===== config.mk =====
export PLATFORM = sky130hd
export DESIGN_NAME = mandelbrot_escape_time_pixel_core
export DESIGN_NICKNAME = d
export VERILOG_FILES = /design/src/rtl/mbe_pkg.sv /design/src/rtl/mandelbrot_escape_time_pixel_core.sv
export VERILOG_INCLUDE_DIRS = /design/src /design/src/rtl
export SDC_FILE = /design/constraint.sdc
export NUM_CORES = 2
export LEC_CHECK = 0
export ABC_AREA = 1
export BUFFER_PORTS_ARGS = -buffer_cell sky130_fd_sc_hd__buf_2
export CORE_MARGIN = 2
export CORE_UTILIZATION = 60
export CTS_CLUSTER_DIAMETER = 30
export CTS_CLUSTER_SIZE = 20
export DETAILED_ROUTE_END_ITERATION = 10
export PLACE_DENSITY_LB_ADDON = 0.3
export SETUP_SLACK_MARGIN = 0.02
export SLEW_MARGIN = 20
export SYNTH_ARGS = -nofsm -noshare
export SYNTH_HDL_FRONTEND = slang
export SYNTH_SLANG_ARGS = --single-unit

===== constraint.sdc =====
create_clock -name clk_i -period 8.8 [get_ports clk_i]
set_input_delay 1.76 -clock clk_i [delete_from_list [all_inputs] [get_ports clk_i]]
set_output_delay 1.76 -clock clk_i [all_outputs]
set_load 0.005 [all_outputs]

===== src/rtl/assert_macros.svh =====
// Assertion macros shared by the RTL files.
// Each macro checks on the rising edge of clk_i and is switched off while rst_ni is low.
`ifndef ASSERT_MACROS_SVH
`define ASSERT_MACROS_SVH

// The consequent must hold in the same cycle as the antecedent.
`define ASSERT_IMPL(lbl, ante, cons, msg) \
  lbl: assert property (@(posedge clk_i) disable iff (!rst_ni) (ante) |-> (cons)) \
    else $error(msg);

// The consequent must hold in the cycle after the antecedent.
`define ASSERT_NEXT(lbl, ante, cons, msg) \
  lbl: assert property (@(posedge clk_i) disable iff (!rst_ni) (ante) |=> (cons)) \
    else $error(msg);

`endif


===== src/rtl/mbe_pkg.sv =====
`default_nettype none

package mbe_pkg;

  // Default number format: signed Q8.24.
  localparam int WORD_BITS_DEF = 32;
  localparam int FRAC_BITS_DEF = 24;

  // Register port geometry.
  localparam int ADDR_BITS = 5;
  localparam int DATA_BITS = 32;

  // Field widths.
  localparam int COORD_BITS = 12;
  localparam int CNT_BITS   = 16;
  localparam int IDX_BITS   = 24;
  localparam int ESC_BITS   = 31;
  localparam int LINE_BITS  = 13;
  localparam int QUO_BITS   = 8;
  localparam int REM_BITS   = CNT_BITS + QUO_BITS;
  localparam int DSH_BITS   = CNT_BITS + QUO_BITS - 1;
  localparam int DCNT_BITS  = $clog2(QUO_BITS);

  // Register reset values.
  localparam logic [31:0]          START_RE_RST = 32'hFE00_0000;
  localparam logic [31:0]          START_IM_RST = 32'hFF00_0000;
  localparam logic [31:0]          STEP_RE_RST  = 32'h0000_C000;
  localparam logic [31:0]          STEP_IM_RST  = 32'h0000_8000;
  localparam logic [CNT_BITS-1:0]  MAX_ITER_RST = 16'd256;
  localparam logic [ESC_BITS-1:0]  ESC_RST      = 31'd1677721600;
  localparam logic [LINE_BITS-1:0] LINE_RST     = 13'd1024;

  typedef enum logic [2:0] {
    REG_START_RE   = 3'd0,
    REG_START_IM   = 3'd1,
    REG_STEP_RE    = 3'd2,
    REG_STEP_IM    = 3'd3,
    REG_MAX_ITER   = 3'd4,
    REG_ESC_RADIUS = 3'd5,
    REG_LINE_WIDTH = 3'd6
  } cfg_reg_e;

  typedef enum logic [3:0] {
    ST_IDLE,
    ST_CRE,
    ST_CIM,
    ST_IDX,
    ST_IDXR,
    ST_TEST,
    ST_SQX,
    ST_SQY,
    ST_CRS,
    ST_DIV,
    ST_DONE
  } state_e;

endpackage

`default_nettype wire


===== src/rtl/mandelbrot_escape_time_pixel_core.sv =====
// Escape-time core for one Mandelbrot pixel. Raise start with a column and a row while busy is
// low and the transaction is taken on that edge; busy then stays high until the result has been
// shown. The result appears on pixel_index_o, iteration_count_o, inside_res_o and gray_o for
// exactly one cycle, marked by done_o, and must be captured then: the receiver cannot stall it.
// All multiplications run through one registered multiplier under a small sequencer. Forming
// the point c and the linear index runs through the states CRE, CIM, IDX and IDXR; each iteration
// is a test of |z|^2 in TEST followed by three multiplications in SQX, SQY and CRS. A pixel that
// escapes finishes with a restoring divider for the gray level, which a pixel that reaches the
// limit skips. The registers must be written over the APB port only while busy is low; the
// block itself does not enforce it.
`default_nettype none
`include "assert_macros.svh"

module mandelbrot_escape_time_pixel_core #(
  parameter int WORD_BITS = mbe_pkg::WORD_BITS_DEF,
  parameter int FRAC_BITS = mbe_pkg::FRAC_BITS_DEF
) (
  input  wire                              clk_i,
  input  wire                              rst_ni,
  // Register port
  input  wire                              psel,
  input  wire                              penable,
  input  wire                              pwrite,
  input  wire  [mbe_pkg::ADDR_BITS-1:0]    paddr,
  input  wire  [mbe_pkg::DATA_BITS-1:0]    pwdata,
  output logic [mbe_pkg::DATA_BITS-1:0]    prdata,
  output logic                             pready,
  // Command side
  input  wire                              start,
  output logic                             busy,
  input  wire  [mbe_pkg::COORD_BITS-1:0]   column_i,
  input  wire  [mbe_pkg::COORD_BITS-1:0]   row_i,
  // Result side
  output logic                             done_o,
  output logic [mbe_pkg::IDX_BITS-1:0]     pixel_index_o,
  output logic [mbe_pkg::CNT_BITS-1:0]     iteration_count_o,
  output logic                             inside_res_o,
  output logic [mbe_pkg::QUO_BITS-1:0]     gray_o
);

  localparam int W  = WORD_BITS;
  localparam int F  = FRAC_BITS;
  // Product of a word magnitude and a 13-bit screen value.
  localparam int PW = W + 13;
  // Working width for sums before they are saturated back to a word.
  localparam int SW = ((W > 32) ? W : 32) + 15;
  localparam int MW = 2 * W;
  localparam int EW = ((W + 1) > mbe_pkg::ESC_BITS) ? (W + 1) : mbe_pkg::ESC_BITS;
  localparam logic [W-1:0] WMAX_U = {1'b0, {(W-1){1'b1}}};
  localparam logic [W-1:0] WMIN_U = {1'b1, {(W-1){1'b0}}};

  // Clamp a wide signed value to the word range.
  function automatic logic signed [W-1:0] sat_word(input logic signed [SW-1:0] v);
    logic signed [SW-1:0] hi;
    logic signed [SW-1:0] lo;
    hi = $signed(SW'(WMAX_U));
    lo = ~hi;
    if (v > hi) begin
      sat_word = $signed(WMAX_U);
    end else if (v < lo) begin
      sat_word = $signed(WMIN_U);
    end else begin
      sat_word = v[W-1:0];
    end
  endfunction

  // Magnitude of a word; the most negative word maps to 2^(W-1), which still fits.
  function automatic logic [W-1:0] mag(input logic signed [W-1:0] v);
    logic [W-1:0] neg;
    neg = ~$unsigned(v) + 1'b1;
    mag = v[W-1] ? neg : $unsigned(v);
  endfunction

  // ---------------------------------------------------------------------------------------------
  // Configuration registers
  // ---------------------------------------------------------------------------------------------
  logic [31:0]                       start_re_q, start_im_q, step_re_q, step_im_q;
  logic [mbe_pkg::CNT_BITS-1:0]      max_iter_q;
  logic [mbe_pkg::ESC_BITS-1:0]      esc_q;
  logic [mbe_pkg::LINE_BITS-1:0]     line_width_q;
  logic                              cfg_wr;
  mbe_pkg::cfg_reg_e                 cfg_sel;

  assign cfg_wr  = psel & penable & pwrite;
  assign cfg_sel = mbe_pkg::cfg_reg_e'(paddr[4:2]);
  assign pready  = 1'b1;

  always_ff @(posedge clk_i or negedge rst_ni) begin
    if (!rst_ni) begin
      start_re_q   <= mbe_pkg::START_RE_RST;
      start_im_q   <= mbe_pkg::START_IM_RST;
      step_re_q    <= mbe_pkg::STEP_RE_RST;
      step_im_q    <= mbe_pkg::STEP_IM_RST;
      max_iter_q   <= mbe_pkg::MAX_ITER_RST;
      esc_q        <= mbe_pkg::ESC_RST;
      line_width_q <= mbe_pkg::LINE_RST;
    end else if (cfg_wr) begin
      unique case (cfg_sel)
        mbe_pkg::REG_START_RE:   start_re_q   <= pwdata;
        mbe_pkg::REG_START_IM:   start_im_q   <= pwdata;
        mbe_pkg::REG_STEP_RE:    step_re_q    <= pwdata;
        mbe_pkg::REG_STEP_IM:    step_im_q    <= pwdata;
        mbe_pkg::REG_MAX_ITER:   max_iter_q   <= pwdata[mbe_pkg::CNT_BITS-1:0];
        mbe_pkg::REG_ESC_RADIUS: esc_q        <= pwdata[mbe_pkg::ESC_BITS-1:0];
        mbe_pkg::REG_LINE_WIDTH: line_width_q <= pwdata[mbe_pkg::LINE_BITS-1:0];
        default: ;
      endcase
    end
  end

  // Read-back returns each register zero-extended; the unused slot reads as zero.
  always_comb begin
    unique case (cfg_sel)
      mbe_pkg::REG_START_RE:   prdata = start_re_q;
      mbe_pkg::REG_START_IM:   prdata = start_im_q;
      mbe_pkg::REG_STEP_RE:    prdata = step_re_q;
      mbe_pkg::REG_STEP_IM:    prdata = step_im_q;
      mbe_pkg::REG_MAX_ITER:   prdata = 32'(max_iter_q);
      mbe_pkg::REG_ESC_RADIUS: prdata = 32'(esc_q);
      mbe_pkg::REG_LINE_WIDTH: prdata = 32'(line_width_q);
      default:                 prdata = '0;
    endcase
  end

  // The 32-bit register values are clamped to the word range before use.
  logic signed [W-1:0] start_re_w, start_im_w, step_re_w, step_im_w;

  assign start_re_w = sat_word(SW'($signed(start_re_q)));
  assign start_im_w = sat_word(SW'($signed(start_im_q)));
  assign step_re_w  = sat_word(SW'($signed(step_re_q)));
  assign step_im_w  = sat_word(SW'($signed(step_im_q)));

  // ---------------------------------------------------------------------------------------------
  // Sequencer
  // ---------------------------------------------------------------------------------------------
  localparam logic [mbe_pkg::DCNT_BITS-1:0] DCNT_LAST =
    mbe_pkg::DCNT_BITS'(mbe_pkg::QUO_BITS - 1);

  mbe_pkg::state_e state_q, state_d;
  logic [mbe_pkg::DCNT_BITS-1:0] div_cnt_q;

  // Datapath registers.
  logic [mbe_pkg::COORD_BITS-1:0] col_q, row_q;
  logic [MW-1:0]                  prod_q;
  logic                           neg_q;
  logic signed [W-1:0]            cr_q, ci_q, x_q, y_q, x2_q, y2_q;
  logic [mbe_pkg::IDX_BITS-1:0]   idx_q;
  logic [mbe_pkg::CNT_BITS-1:0]   count_q;
  logic                           inside_q;
  logic [mbe_pkg::QUO_BITS-1:0]   quo_q;
  logic [mbe_pkg::REM_BITS-1:0]   rem_q;
  logic [mbe_pkg::DSH_BITS-1:0]   dsh_q;

  logic accept;
  logic lim_hit, esc_hit, stop;

  assign accept = start & ~busy;

  always_comb begin
    state_d = state_q;
    unique case (state_q)
      mbe_pkg::ST_IDLE: if (start) begin
        state_d = mbe_pkg::ST_CRE;
      end
      mbe_pkg::ST_CRE:  state_d = mbe_pkg::ST_CIM;
      mbe_pkg::ST_CIM:  state_d = mbe_pkg::ST_IDX;
      mbe_pkg::ST_IDX:  state_d = mbe_pkg::ST_IDXR;
      mbe_pkg::ST_IDXR: state_d = mbe_pkg::ST_TEST;
      mbe_pkg::ST_TEST: begin
        if (!stop) begin
          state_d = mbe_pkg::ST_SQX;
        end else if (lim_hit) begin
          state_d = mbe_pkg::ST_DONE;
        end else begin
          state_d = mbe_pkg::ST_DIV;
        end
      end
      mbe_pkg::ST_SQX:  state_d = mbe_pkg::ST_SQY;
      mbe_pkg::ST_SQY:  state_d = mbe_pkg::ST_CRS;
      mbe_pkg::ST_CRS:  state_d = mbe_pkg::ST_TEST;
      mbe_pkg::ST_DIV: if (div_cnt_q == DCNT_LAST) begin
        state_d = mbe_pkg::ST_DONE;
      end
      mbe_pkg::ST_DONE: state_d = mbe_pkg::ST_IDLE;
      default:          state_d = mbe_pkg::ST_IDLE;
    endcase
  end

  always_ff @(posedge clk_i or negedge rst_ni) begin
    if (!rst_ni) begin
      state_q   <= mbe_pkg::ST_IDLE;
      div_cnt_q <= '0;
    end else begin
      state_q <= state_d;
      if (state_q == mbe_pkg::ST_TEST) begin
        div_cnt_q <= '0;
      end else if (state_q == mbe_pkg::ST_DIV) begin
        div_cnt_q <= div_cnt_q + 1'b1;
      end
    end
  end

  // Outputs of the sequencer.
  always_comb begin
    busy   = (state_q != mbe_pkg::ST_IDLE);
    done_o = (state_q == mbe_pkg::ST_DONE);
  end

  // ---------------------------------------------------------------------------------------------
  // Shared multiplier: operands chosen by the state, product registered.
  // The product issued in one state is consumed in the state that follows it.
  // ---------------------------------------------------------------------------------------------
  logic [W-1:0]  mul_a, mul_b;
  logic          neg_d;
  logic [MW-1:0] prod_d;

  always_comb begin
    mul_a = '0;
    mul_b = '0;
    neg_d = 1'b0;
    unique case (state_q)
      mbe_pkg::ST_CRE: begin
        mul_a = mag(step_re_w);
        mul_b = W'(col_q);
        neg_d = step_re_w[W-1];
      end
      mbe_pkg::ST_CIM: begin
        mul_a = mag(step_im_w);
        mul_b = W'(row_q);
        neg_d = step_im_w[W-1];
      end
      mbe_pkg::ST_IDX: begin
        mul_a = W'(line_width_q);
        mul_b = W'(row_q);
      end
      mbe_pkg::ST_SQX: begin
        mul_a = mag(x_q);
        mul_b = mag(x_q);
      end
      mbe_pkg::ST_SQY: begin
        mul_a = mag(y_q);
        mul_b = mag(y_q);
      end
      mbe_pkg::ST_CRS: begin
        mul_a = mag(x_q);
        mul_b = mag(y_q);
        neg_d = x_q[W-1] ^ y_q[W-1];
      end
      default: ;
    endcase
  end

  assign prod_d = MW'(mul_a) * MW'(mul_b);

  // ---------------------------------------------------------------------------------------------
  // Post-processing of the registered product
  // ---------------------------------------------------------------------------------------------
  // Point c: start + position * step, exact, then clamped.
  logic signed [SW-1:0] cterm;
  logic signed [SW-1:0] cbase;
  logic signed [W-1:0]  c_new;

  always_comb begin
    cterm = $signed(SW'(prod_q[PW-1:0]));
    if (neg_q) begin
      cterm = -cterm;
    end
    cbase = (state_q == mbe_pkg::ST_CIM) ? SW'(start_re_w) : SW'(start_im_w);
    c_new = sat_word(cbase + cterm);
  end

  // Fixed-point product: the magnitude is shifted down (the cross term one place less, which
  // doubles it), clamped to the word range for its sign, then the sign is applied.
  logic          cross_term;
  logic [MW-1:0] sh, limv;
  logic [W-1:0]  rmag, rsgn;
  logic signed [W-1:0] post_val;

  always_comb begin
    cross_term = (state_q == mbe_pkg::ST_TEST);
    sh         = cross_term ? (prod_q >> (F - 1)) : (prod_q >> F);
    limv       = neg_q ? MW'(WMIN_U) : MW'(WMAX_U);
    rmag       = (sh > limv) ? limv[W-1:0] : sh[W-1:0];
    rsgn       = neg_q ? (~rmag + 1'b1) : rmag;
    post_val   = $signed(rsgn);
  end

  // Escape test and the next point of the orbit.
  logic [W:0]           sumsq;
  logic signed [W-1:0]  x_new, y_new;

  always_comb begin
    sumsq   = {1'b0, $unsigned(x2_q)} + {1'b0, $unsigned(y2_q)};
    lim_hit = (count_q >= max_iter_q);
    esc_hit = (EW'(sumsq) >= EW'(esc_q));
    stop    = lim_hit | esc_hit;
    x_new   = sat_word(SW'(cr_q) + SW'(x2_q) - SW'(y2_q));
    y_new   = sat_word(SW'(ci_q) + SW'(post_val));
  end

  // Gray level: count * 255 / limit by restoring division, one quotient bit a cycle. The pixel
  // escaped, so the count is below the limit and the quotient fits in eight bits.
  logic [mbe_pkg::REM_BITS-1:0] n_init;
  logic [mbe_pkg::DSH_BITS-1:0] dsh_init;
  logic                         ge;

  assign n_init   = {count_q, {mbe_pkg::QUO_BITS{1'b0}}} - mbe_pkg::REM_BITS'(count_q);
  assign dsh_init = {max_iter_q, {(mbe_pkg::QUO_BITS-1){1'b0}}};
  assign ge       = (rem_q >= {1'b0, dsh_q});

  always_ff @(posedge clk_i) begin
    prod_q <= prod_d;
    neg_q  <= neg_d;
    unique case (state_q)
      mbe_pkg::ST_IDLE: if (accept) begin
        col_q <= column_i;
        row_q <= row_i;
      end
      mbe_pkg::ST_CIM: cr_q <= c_new;
      mbe_pkg::ST_IDX: ci_q <= c_new;
      mbe_pkg::ST_IDXR: begin
        idx_q   <= prod_q[mbe_pkg::IDX_BITS-1:0] + mbe_pkg::IDX_BITS'(col_q);
        x2_q    <= '0;
        y2_q    <= '0;
        count_q <= '0;
      end
      mbe_pkg::ST_TEST: begin
        if (!stop) begin
          count_q <= count_q + 1'b1;
          x_q     <= x_new;
          y_q     <= y_new;
        end else begin
          inside_q <= lim_hit;
          quo_q    <= '0;
          rem_q    <= n_init;
          dsh_q    <= dsh_init;
        end
      end
      mbe_pkg::ST_SQY: x2_q <= post_val;
      mbe_pkg::ST_CRS: y2_q <= post_val;
      mbe_pkg::ST_DIV: begin
        if (ge) begin
          rem_q <= rem_q - {1'b0, dsh_q};
        end
        quo_q <= {quo_q[mbe_pkg::QUO_BITS-2:0], ge};
        dsh_q <= dsh_q >> 1;
      end
      default: ;
    endcase
  end

  // ---------------------------------------------------------------------------------------------
  // Result ports, valid while done_o is high.
  // ---------------------------------------------------------------------------------------------
  assign pixel_index_o     = idx_q;
  assign iteration_count_o = count_q;
  assign inside_res_o      = inside_q;
  assign gray_o            = quo_q;

  // ---------------------------------------------------------------------------------------------
  // Assertions
  // ---------------------------------------------------------------------------------------------
  `ASSERT_NEXT(a_done_one_cycle, done_o, !done_o, "result strobe held for more than one cycle")
  `ASSERT_IMPL(a_inside_black, done_o && inside_res_o, gray_o == '0,
               "inside pixel delivered with a non-zero gray level")
  `ASSERT_IMPL(a_iter_counted, state_q == mbe_pkg::ST_SQX, count_q != '0,
               "squaring started without counting the iteration")
  `ASSERT_IMPL(a_done_source, done_o,
               $past(state_q) == mbe_pkg::ST_DIV || $past(state_q) == mbe_pkg::ST_TEST,
               "result shown without passing the escape test or the divider")

endmodule

`default_nettype wire


# [After elaboration in Yosys (flattened, before gate mapping)]
# Cells that the tools add are included.
[totals] regBits=572 in_bits=67 out_inout_bits=84
[op_classes] n_addsub=16 mul=1 magnitude_cmp=18 n_eq_ne=22 mux=44 bitwise=12 reduce_logical=25
[ops] op="32-bit two-way mux" n=19
[ops] op="32-bit case mux with 7 select lines" n=1
[ops] op="32-bit by 1-bit adder with 32-bit output, second input constant" n=5
[ops] op="32-bit inverter" n=5
[ops] op="32-bit case mux with 5 select lines" n=1
[ops] op="32-bit greater-than comparator, second input constant" n=4
[ops] op="32-bit < comparator, second input constant" n=4
[ops] op="32-bit case mux with 2 select lines" n=2
[ops] op="32-bit case mux with 4 select lines" n=1
[ops] op="32-bit by 32-bit adder with 33-bit output" n=3
[ops] op="47-bit two-way mux" n=2
[ops] op="32-bit by 32-bit multiplier with 64-bit output" n=1
[ops] op="24-bit two-way mux" n=2
[ops] op="24-bit case mux with 2 select lines" n=1
[ops] op="47-bit adder" n=1
[ops] op="47-bit by 32-bit greater-than comparator with 1-bit output, second input constant" n=1
[ops] op="47-bit by 32-bit < comparator with 1-bit output, second input constant" n=1
[ops] op="45-bit negator with 47-bit output" n=1
[ops] op="23-bit case mux with 2 select lines" n=1
[ops] op="41-bit by 32-bit greater-than comparator with 1-bit output" n=1
[ops] op="41-bit two-way mux" n=1
[ops] op="4-bit case mux with 9 select lines" n=1
[ops] op="34-bit by 32-bit greater-than comparator with 1-bit output, second input constant" n=1
[ops] op="34-bit by 32-bit < comparator with 1-bit output, second input constant" n=1
[ops] op="other kinds (39)" n=77

# [Depth between registers and ports, before layout]
[depth] ltp_word=10 mapped_depth=47

# [Worst setup path before layout]
# No wires, ideal clock.
[synth_path] path_type="flip-flop to flip-flop" from="register state_q[2]" to="register prod_q[58]" setup_ns=0.058 t_arrival_ns=9.517 slack_ns=-0.775 path_stages_with_launch=38 period_less_slack_ns=9.575 path_cell_list="dfrtp_1 -> nor2_1 -> inv_1 -> nor2_1 -> inv_1 -> clkbuf_1 -> nor2_1 -> nor3_2 -> inv_1 -> clkbuf_1 -> nand2_1 -> fa_1 -> inv_1 -> fa_1 -> inv_1 -> fa_1 -> fa_1 -> inv_1 -> [... 2 more ...] -> fa_1 -> inv_1 -> fa_1 -> inv_1 -> ha_1 -> nand2_1 -> nor2_1 -> nand2_1 -> nor4_1 -> a21oi_1 -> o21ai_0 -> nand2_1 -> o21ai_0 -> nand2_1 -> nand2_1 -> nand2_1 -> a21o_1 -> nand2_1"
[synth_via] elab_chain_cells=4 elab_cells_between_ends=12 classes_between="mul: 1; eq/ne: 6; mux: 2; reduce/logical: 3"
[synth_rtl] item="start, declared" line_no="mandelbrot_escape_time_pixel_core.sv:139" text="mbe_pkg::state_e state_q, state_d;"
[synth_rtl] item="start signal, assigned" line_no="mandelbrot_escape_time_pixel_core.sv:191" text="state_q <= mbe_pkg::ST_IDLE;"
[synth_rtl] item="start signal, assigned" line_no="mandelbrot_escape_time_pixel_core.sv:194" text="state_q <= state_d;"
[synth_rtl] item="4-bit == test, or another cell as far along" line_no="mandelbrot_escape_time_pixel_core.sv:221" text="unique case (state_q)"
[synth_rtl] item="2-bit OR reduction (no line)"
[synth_rtl] item="32-bit case mux with 5 select lines / 32-bit case mux with 4 select lines (equally long branches)" line_no="mandelbrot_escape_time_pixel_core.sv:221"
[synth_rtl] item="32-bit by 32-bit multiplier with 64-bit output *" line_no="mandelbrot_escape_time_pixel_core.sv:253" text="assign prod_d = MW'(mul_a) * MW'(mul_b);"
[synth_rtl] item="via prod_d[58]" line_no="mandelbrot_escape_time_pixel_core.sv:215" text="logic [MW-1:0] prod_d;"
[synth_rtl] item="end signal, assigned" line_no="mandelbrot_escape_time_pixel_core.sv:312" text="prod_q <= prod_d;"
[synth_rtl] item="end, declared" line_no="mandelbrot_escape_time_pixel_core.sv:144" text="logic [MW-1:0] prod_q;"
# The timed path passes the listed nets; every way through them passes the cells marked *.
# A chain may end at the register's enable or synchronous reset.

# [Worst setup path after layout]
[layout_path] from="register step_im_q[1]" to="register prod_q[59]"
[layout_via] elab_chain_cells=8 elab_cells_between_ends=9 classes_between="add/sub: 1; mul: 1; order compare: 2; mux: 4; bitwise: 1"
[layout_rtl] item="start, declared" line_no="mandelbrot_escape_time_pixel_core.sv:77" text="logic [31:0] start_re_q, start_im_q, step_re_q, step_im_q;"
[layout_rtl] item="start signal, assigned" line_no="mandelbrot_escape_time_pixel_core.sv:93" text="step_im_q <= mbe_pkg::STEP_IM_RST;"
[layout_rtl] item="start signal, assigned" line_no="mandelbrot_escape_time_pixel_core.sv:102" text="mbe_pkg::REG_STEP_IM: step_im_q <= pwdata;"
[layout_rtl] item="32-bit < comparator" line_no="mandelbrot_escape_time_pixel_core.sv:60" text="end else if (v < lo) begin"
[layout_rtl] item="32-bit two-way mux" line_no="mandelbrot_escape_time_pixel_core.sv:60"
[layout_rtl] item="32-bit two-way mux *" line_no="mandelbrot_escape_time_pixel_core.sv:58" text="if (v > hi) begin"
[layout_rtl] item="32-bit inverter" line_no="mandelbrot_escape_time_pixel_core.sv:70" text="neg = ~$unsigned(v) + 1'b1;"
[layout_rtl] item="32-bit by 1-bit adder with 32-bit output" line_no="mandelbrot_escape_time_pixel_core.sv:70"
[layout_rtl] item="32-bit two-way mux *" line_no="mandelbrot_escape_time_pixel_core.sv:71" text="mag = v[W-1] ? neg : $unsigned(v);"
[layout_rtl] item="32-bit case mux with 5 select lines *" line_no="mandelbrot_escape_time_pixel_core.sv:221"
[layout_rtl] item="32-bit by 32-bit multiplier with 64-bit output *" line_no="mandelbrot_escape_time_pixel_core.sv:253"
[layout_rtl] item="via prod_d[59]" line_no="mandelbrot_escape_time_pixel_core.sv:215"
# Marked as above.

==> metrics <==
status finished, violations left; failing checks DRC, setup timing; register area 15580 um^2; Compound-Gate Fraction of Synth Area 0.09854; Syn Nets 11280; period utilization 1.035; most frequent cells in the layout inv_1, nand2_1, nor2_1; area delta synth->final 23.88%; Post-DP HPWL 235500 um; worst-path fanout max 5; simple-gate share of the synthesized area 0.1979; post-synthesis cell count 9740; WS Path Type flop to flop; Synth Area in Adders 0.3373; Final min period 9.110 ns; Post-Syn Area 75370 um^2; Rows 130; first-pass GRT wire length 431200 um; max cap viols 0; most used flip-flop cell after synthesis edfxtp_1; worst path arrival time 9.76 ns; Residual DRC 2; max FFs per register 64; Post-synth ARST share 0.3409; Max Root-Sink Buffers 3; register area share after synthesis 0.2067; IO buf count 147; max incr delay on CP 0.66 ns; unique cell type count in the Yosys netlist 72; final core utilization 0.7465; antenna violation net count after detailed routing 0; mux share of post-synthesis cell area 0.0007968; GR Util All Layers 0.4535; max-slew violations 0; Worst Clk Skew 0.06867 ns; Most flops, register prod_q; nature of the critical path startpoint flop; Hold Path Class flop to flop; Slew @ Worst Pin 1.212 ns; Fillers 9176; CP Capture Type flop; Final Hold Fails 0; placed cell area 84140 um^2; initial antenna violation count 25; GRT overflow 0; CTS Buf Count 131; f_max 109.8 MHz; DRT Pass-1 Iters 10; unrepaired setup endpoints after global routing yes; # setup viols final 28; area of the multi-input gates 53820 um^2; main combinational cell family by area after synthesis adder cells; pre-CTS setup slack -0.7400 ns; Final Cell Area 93370 um^2; Ys Warns 0; WP data required 9.45 ns; Worst-Skew Late Latency 0.81 ns; I/O Pins 151; vias 73590; CTS tree built; Reg clk slew, reported paths 0.05 ns; vias in the first global route 72620; clk sink count 572; nets@finish 12260; area of the die 128500 um^2; commonest non-fill, non-tap cell in the layout inv_1; DRT iter0 DRCs 9089; Avg WL per Cell 23.57 um; routability cong. 1.063; Die X 358.4 um; Avg Cell Area, Syn 7.739 um^2; CTS Root Cell clkbuf_16; Die Height 358.4 um; EDFF count, synth 312; xor and xnor area share after synthesis 0.03811; largest net degree at the start of global routing 122; core footprint 125100 um^2; Worst Setup Slack, final -0.3095 ns; layout cells sized above 1 0.1942; Slowest cell on crit path fa_2; initial core utilization 0.6026; crit-path most repeated cell fa_1; DR vias/cell 5.893; Max H-tree Level 4; wirelength, routed 294400 um; relative slew slack 0.1837; post-synthesis register bit count 572
## critical path, delay by kind of cell, from the launching register on
family,cells,cell delay (ns)
AO/OA/AOI/OAI,6,0.83
buffers and inverters,13,1.27
AND/OR/NAND/NOR,14,1.84
flip-flops,1,0.40
XOR/XNOR,1,0.18
adder cells (fa/ha/maj),9,4.44
## cell type report
class,instances,area share
Clock inverter,87,0.01340
Clock buffer,156,0.03740
Antenna cell,6,0.0001608
Timing Repair Buffer,1151,0.09966
Inverter,2074,0.08399
Multi-Input combinational cell,6792,0.5764
Tap cell,1650,0.02211
Sequential cell,572,0.1669
## per-layer routing
| metal | share of wire | GRT usage |
|---|---|---|
| met5 | 0.00057 | 0 |
| met4 | 0.087 | 0.3131 |
| met3 | 0.13 | 0.1405 |
| met2 | 0.42 | 0.6669 |
| met1 | 0.36 | 0.5726 |
## what timing repair did
item / in CTS / in global routing
pin swaps: 180 / 234
hold buffers: 0 / 0
cloned: 1 / 4
setup endpoints to repair: 44 / 48
buffers inserted: 51 / 66
hold endpoints to repair: 0 / 0
gates resized for setup: 341 / 558
## synth_stat cells, drive strengths merged, types with 4 or more instances
cell type,instances,area (um^2)
a211oi,10,75.07
a21boi,12,90.08
a21o,37,277.8
a21oi,424,2126
a221oi,19,166.4
a22o,5,43.79
a22oi,5,37.54
a31oi,62,394.1
and3,6,37.54
buf,90,509.2
clkbuf,212,795.8
clkinv,17,63.81
dfrtp,172,4304
dfstp,23,604.3
dfxtp,65,1301
edfxtp,312,9369
fa,933,18680
ha,539,6744
inv,2057,7726
mux2i,6,60.06
nand2,2020,7667
nand3,269,1381
nand3b,14,105.1
nand4,59,387.9
nor2,1126,4294
nor3,114,653.1
nor3b,4,30.03
nor4,34,225.2
o2111ai,14,122.6
o211ai,19,142.6
o21a,25,187.7
o21ai,571,2888
o21bai,29,217.7
o221ai,25,219.0
o22ai,35,219.0
o31ai,13,97.59
or2,17,106.4
xnor2,104,910.9
xor2,224,1962
## stage by stage
step                instances  TNS (ns)  hold WS, ns
finish                  12490    -4.797       0.4963
global placement        12130    -13.57       0.4659
detailed placement      12130    -18.34       0.4787
CTS                     12420    -1.747       0.4920
global route            12480    -13.31       0.5215
floorplan                9740         0       0.4530
## path summary, 6_finish.rpt
check	startpoint	end	slack, ns	cells past startpoint
setup / recovery	step_im_q[1]	prod_q[59]	-0.31	43
min in group asynchronous	rst_ni	start_re_q[18]	1.14	1
hold reg to reg	start_im_q[2]	start_im_q[2]	0.50	2
setup reg to reg	step_im_q[1]	prod_q[59]	-0.31	43
hold / removal	start_im_q[2]	start_im_q[2]	0.50	2
max in group asynchronous	rst_ni	start_re_q[7]	6.02	2
## cell families (layout without fill, tap and decap cells)
group           count (synthesis)  in the layout
simple gates                 3667           3667
buf+inv                      2376           3468
fa+ha+maj                    1472           1472
compound gates               1318           1318
flops                         572            572
xor+xnor                      328            328
mux                             6              6
other cells                     1              7
Power is left out: the tool's default activity adds up to more than one toggle a clock period on the data nets, which glitch-free logic cannot reach.
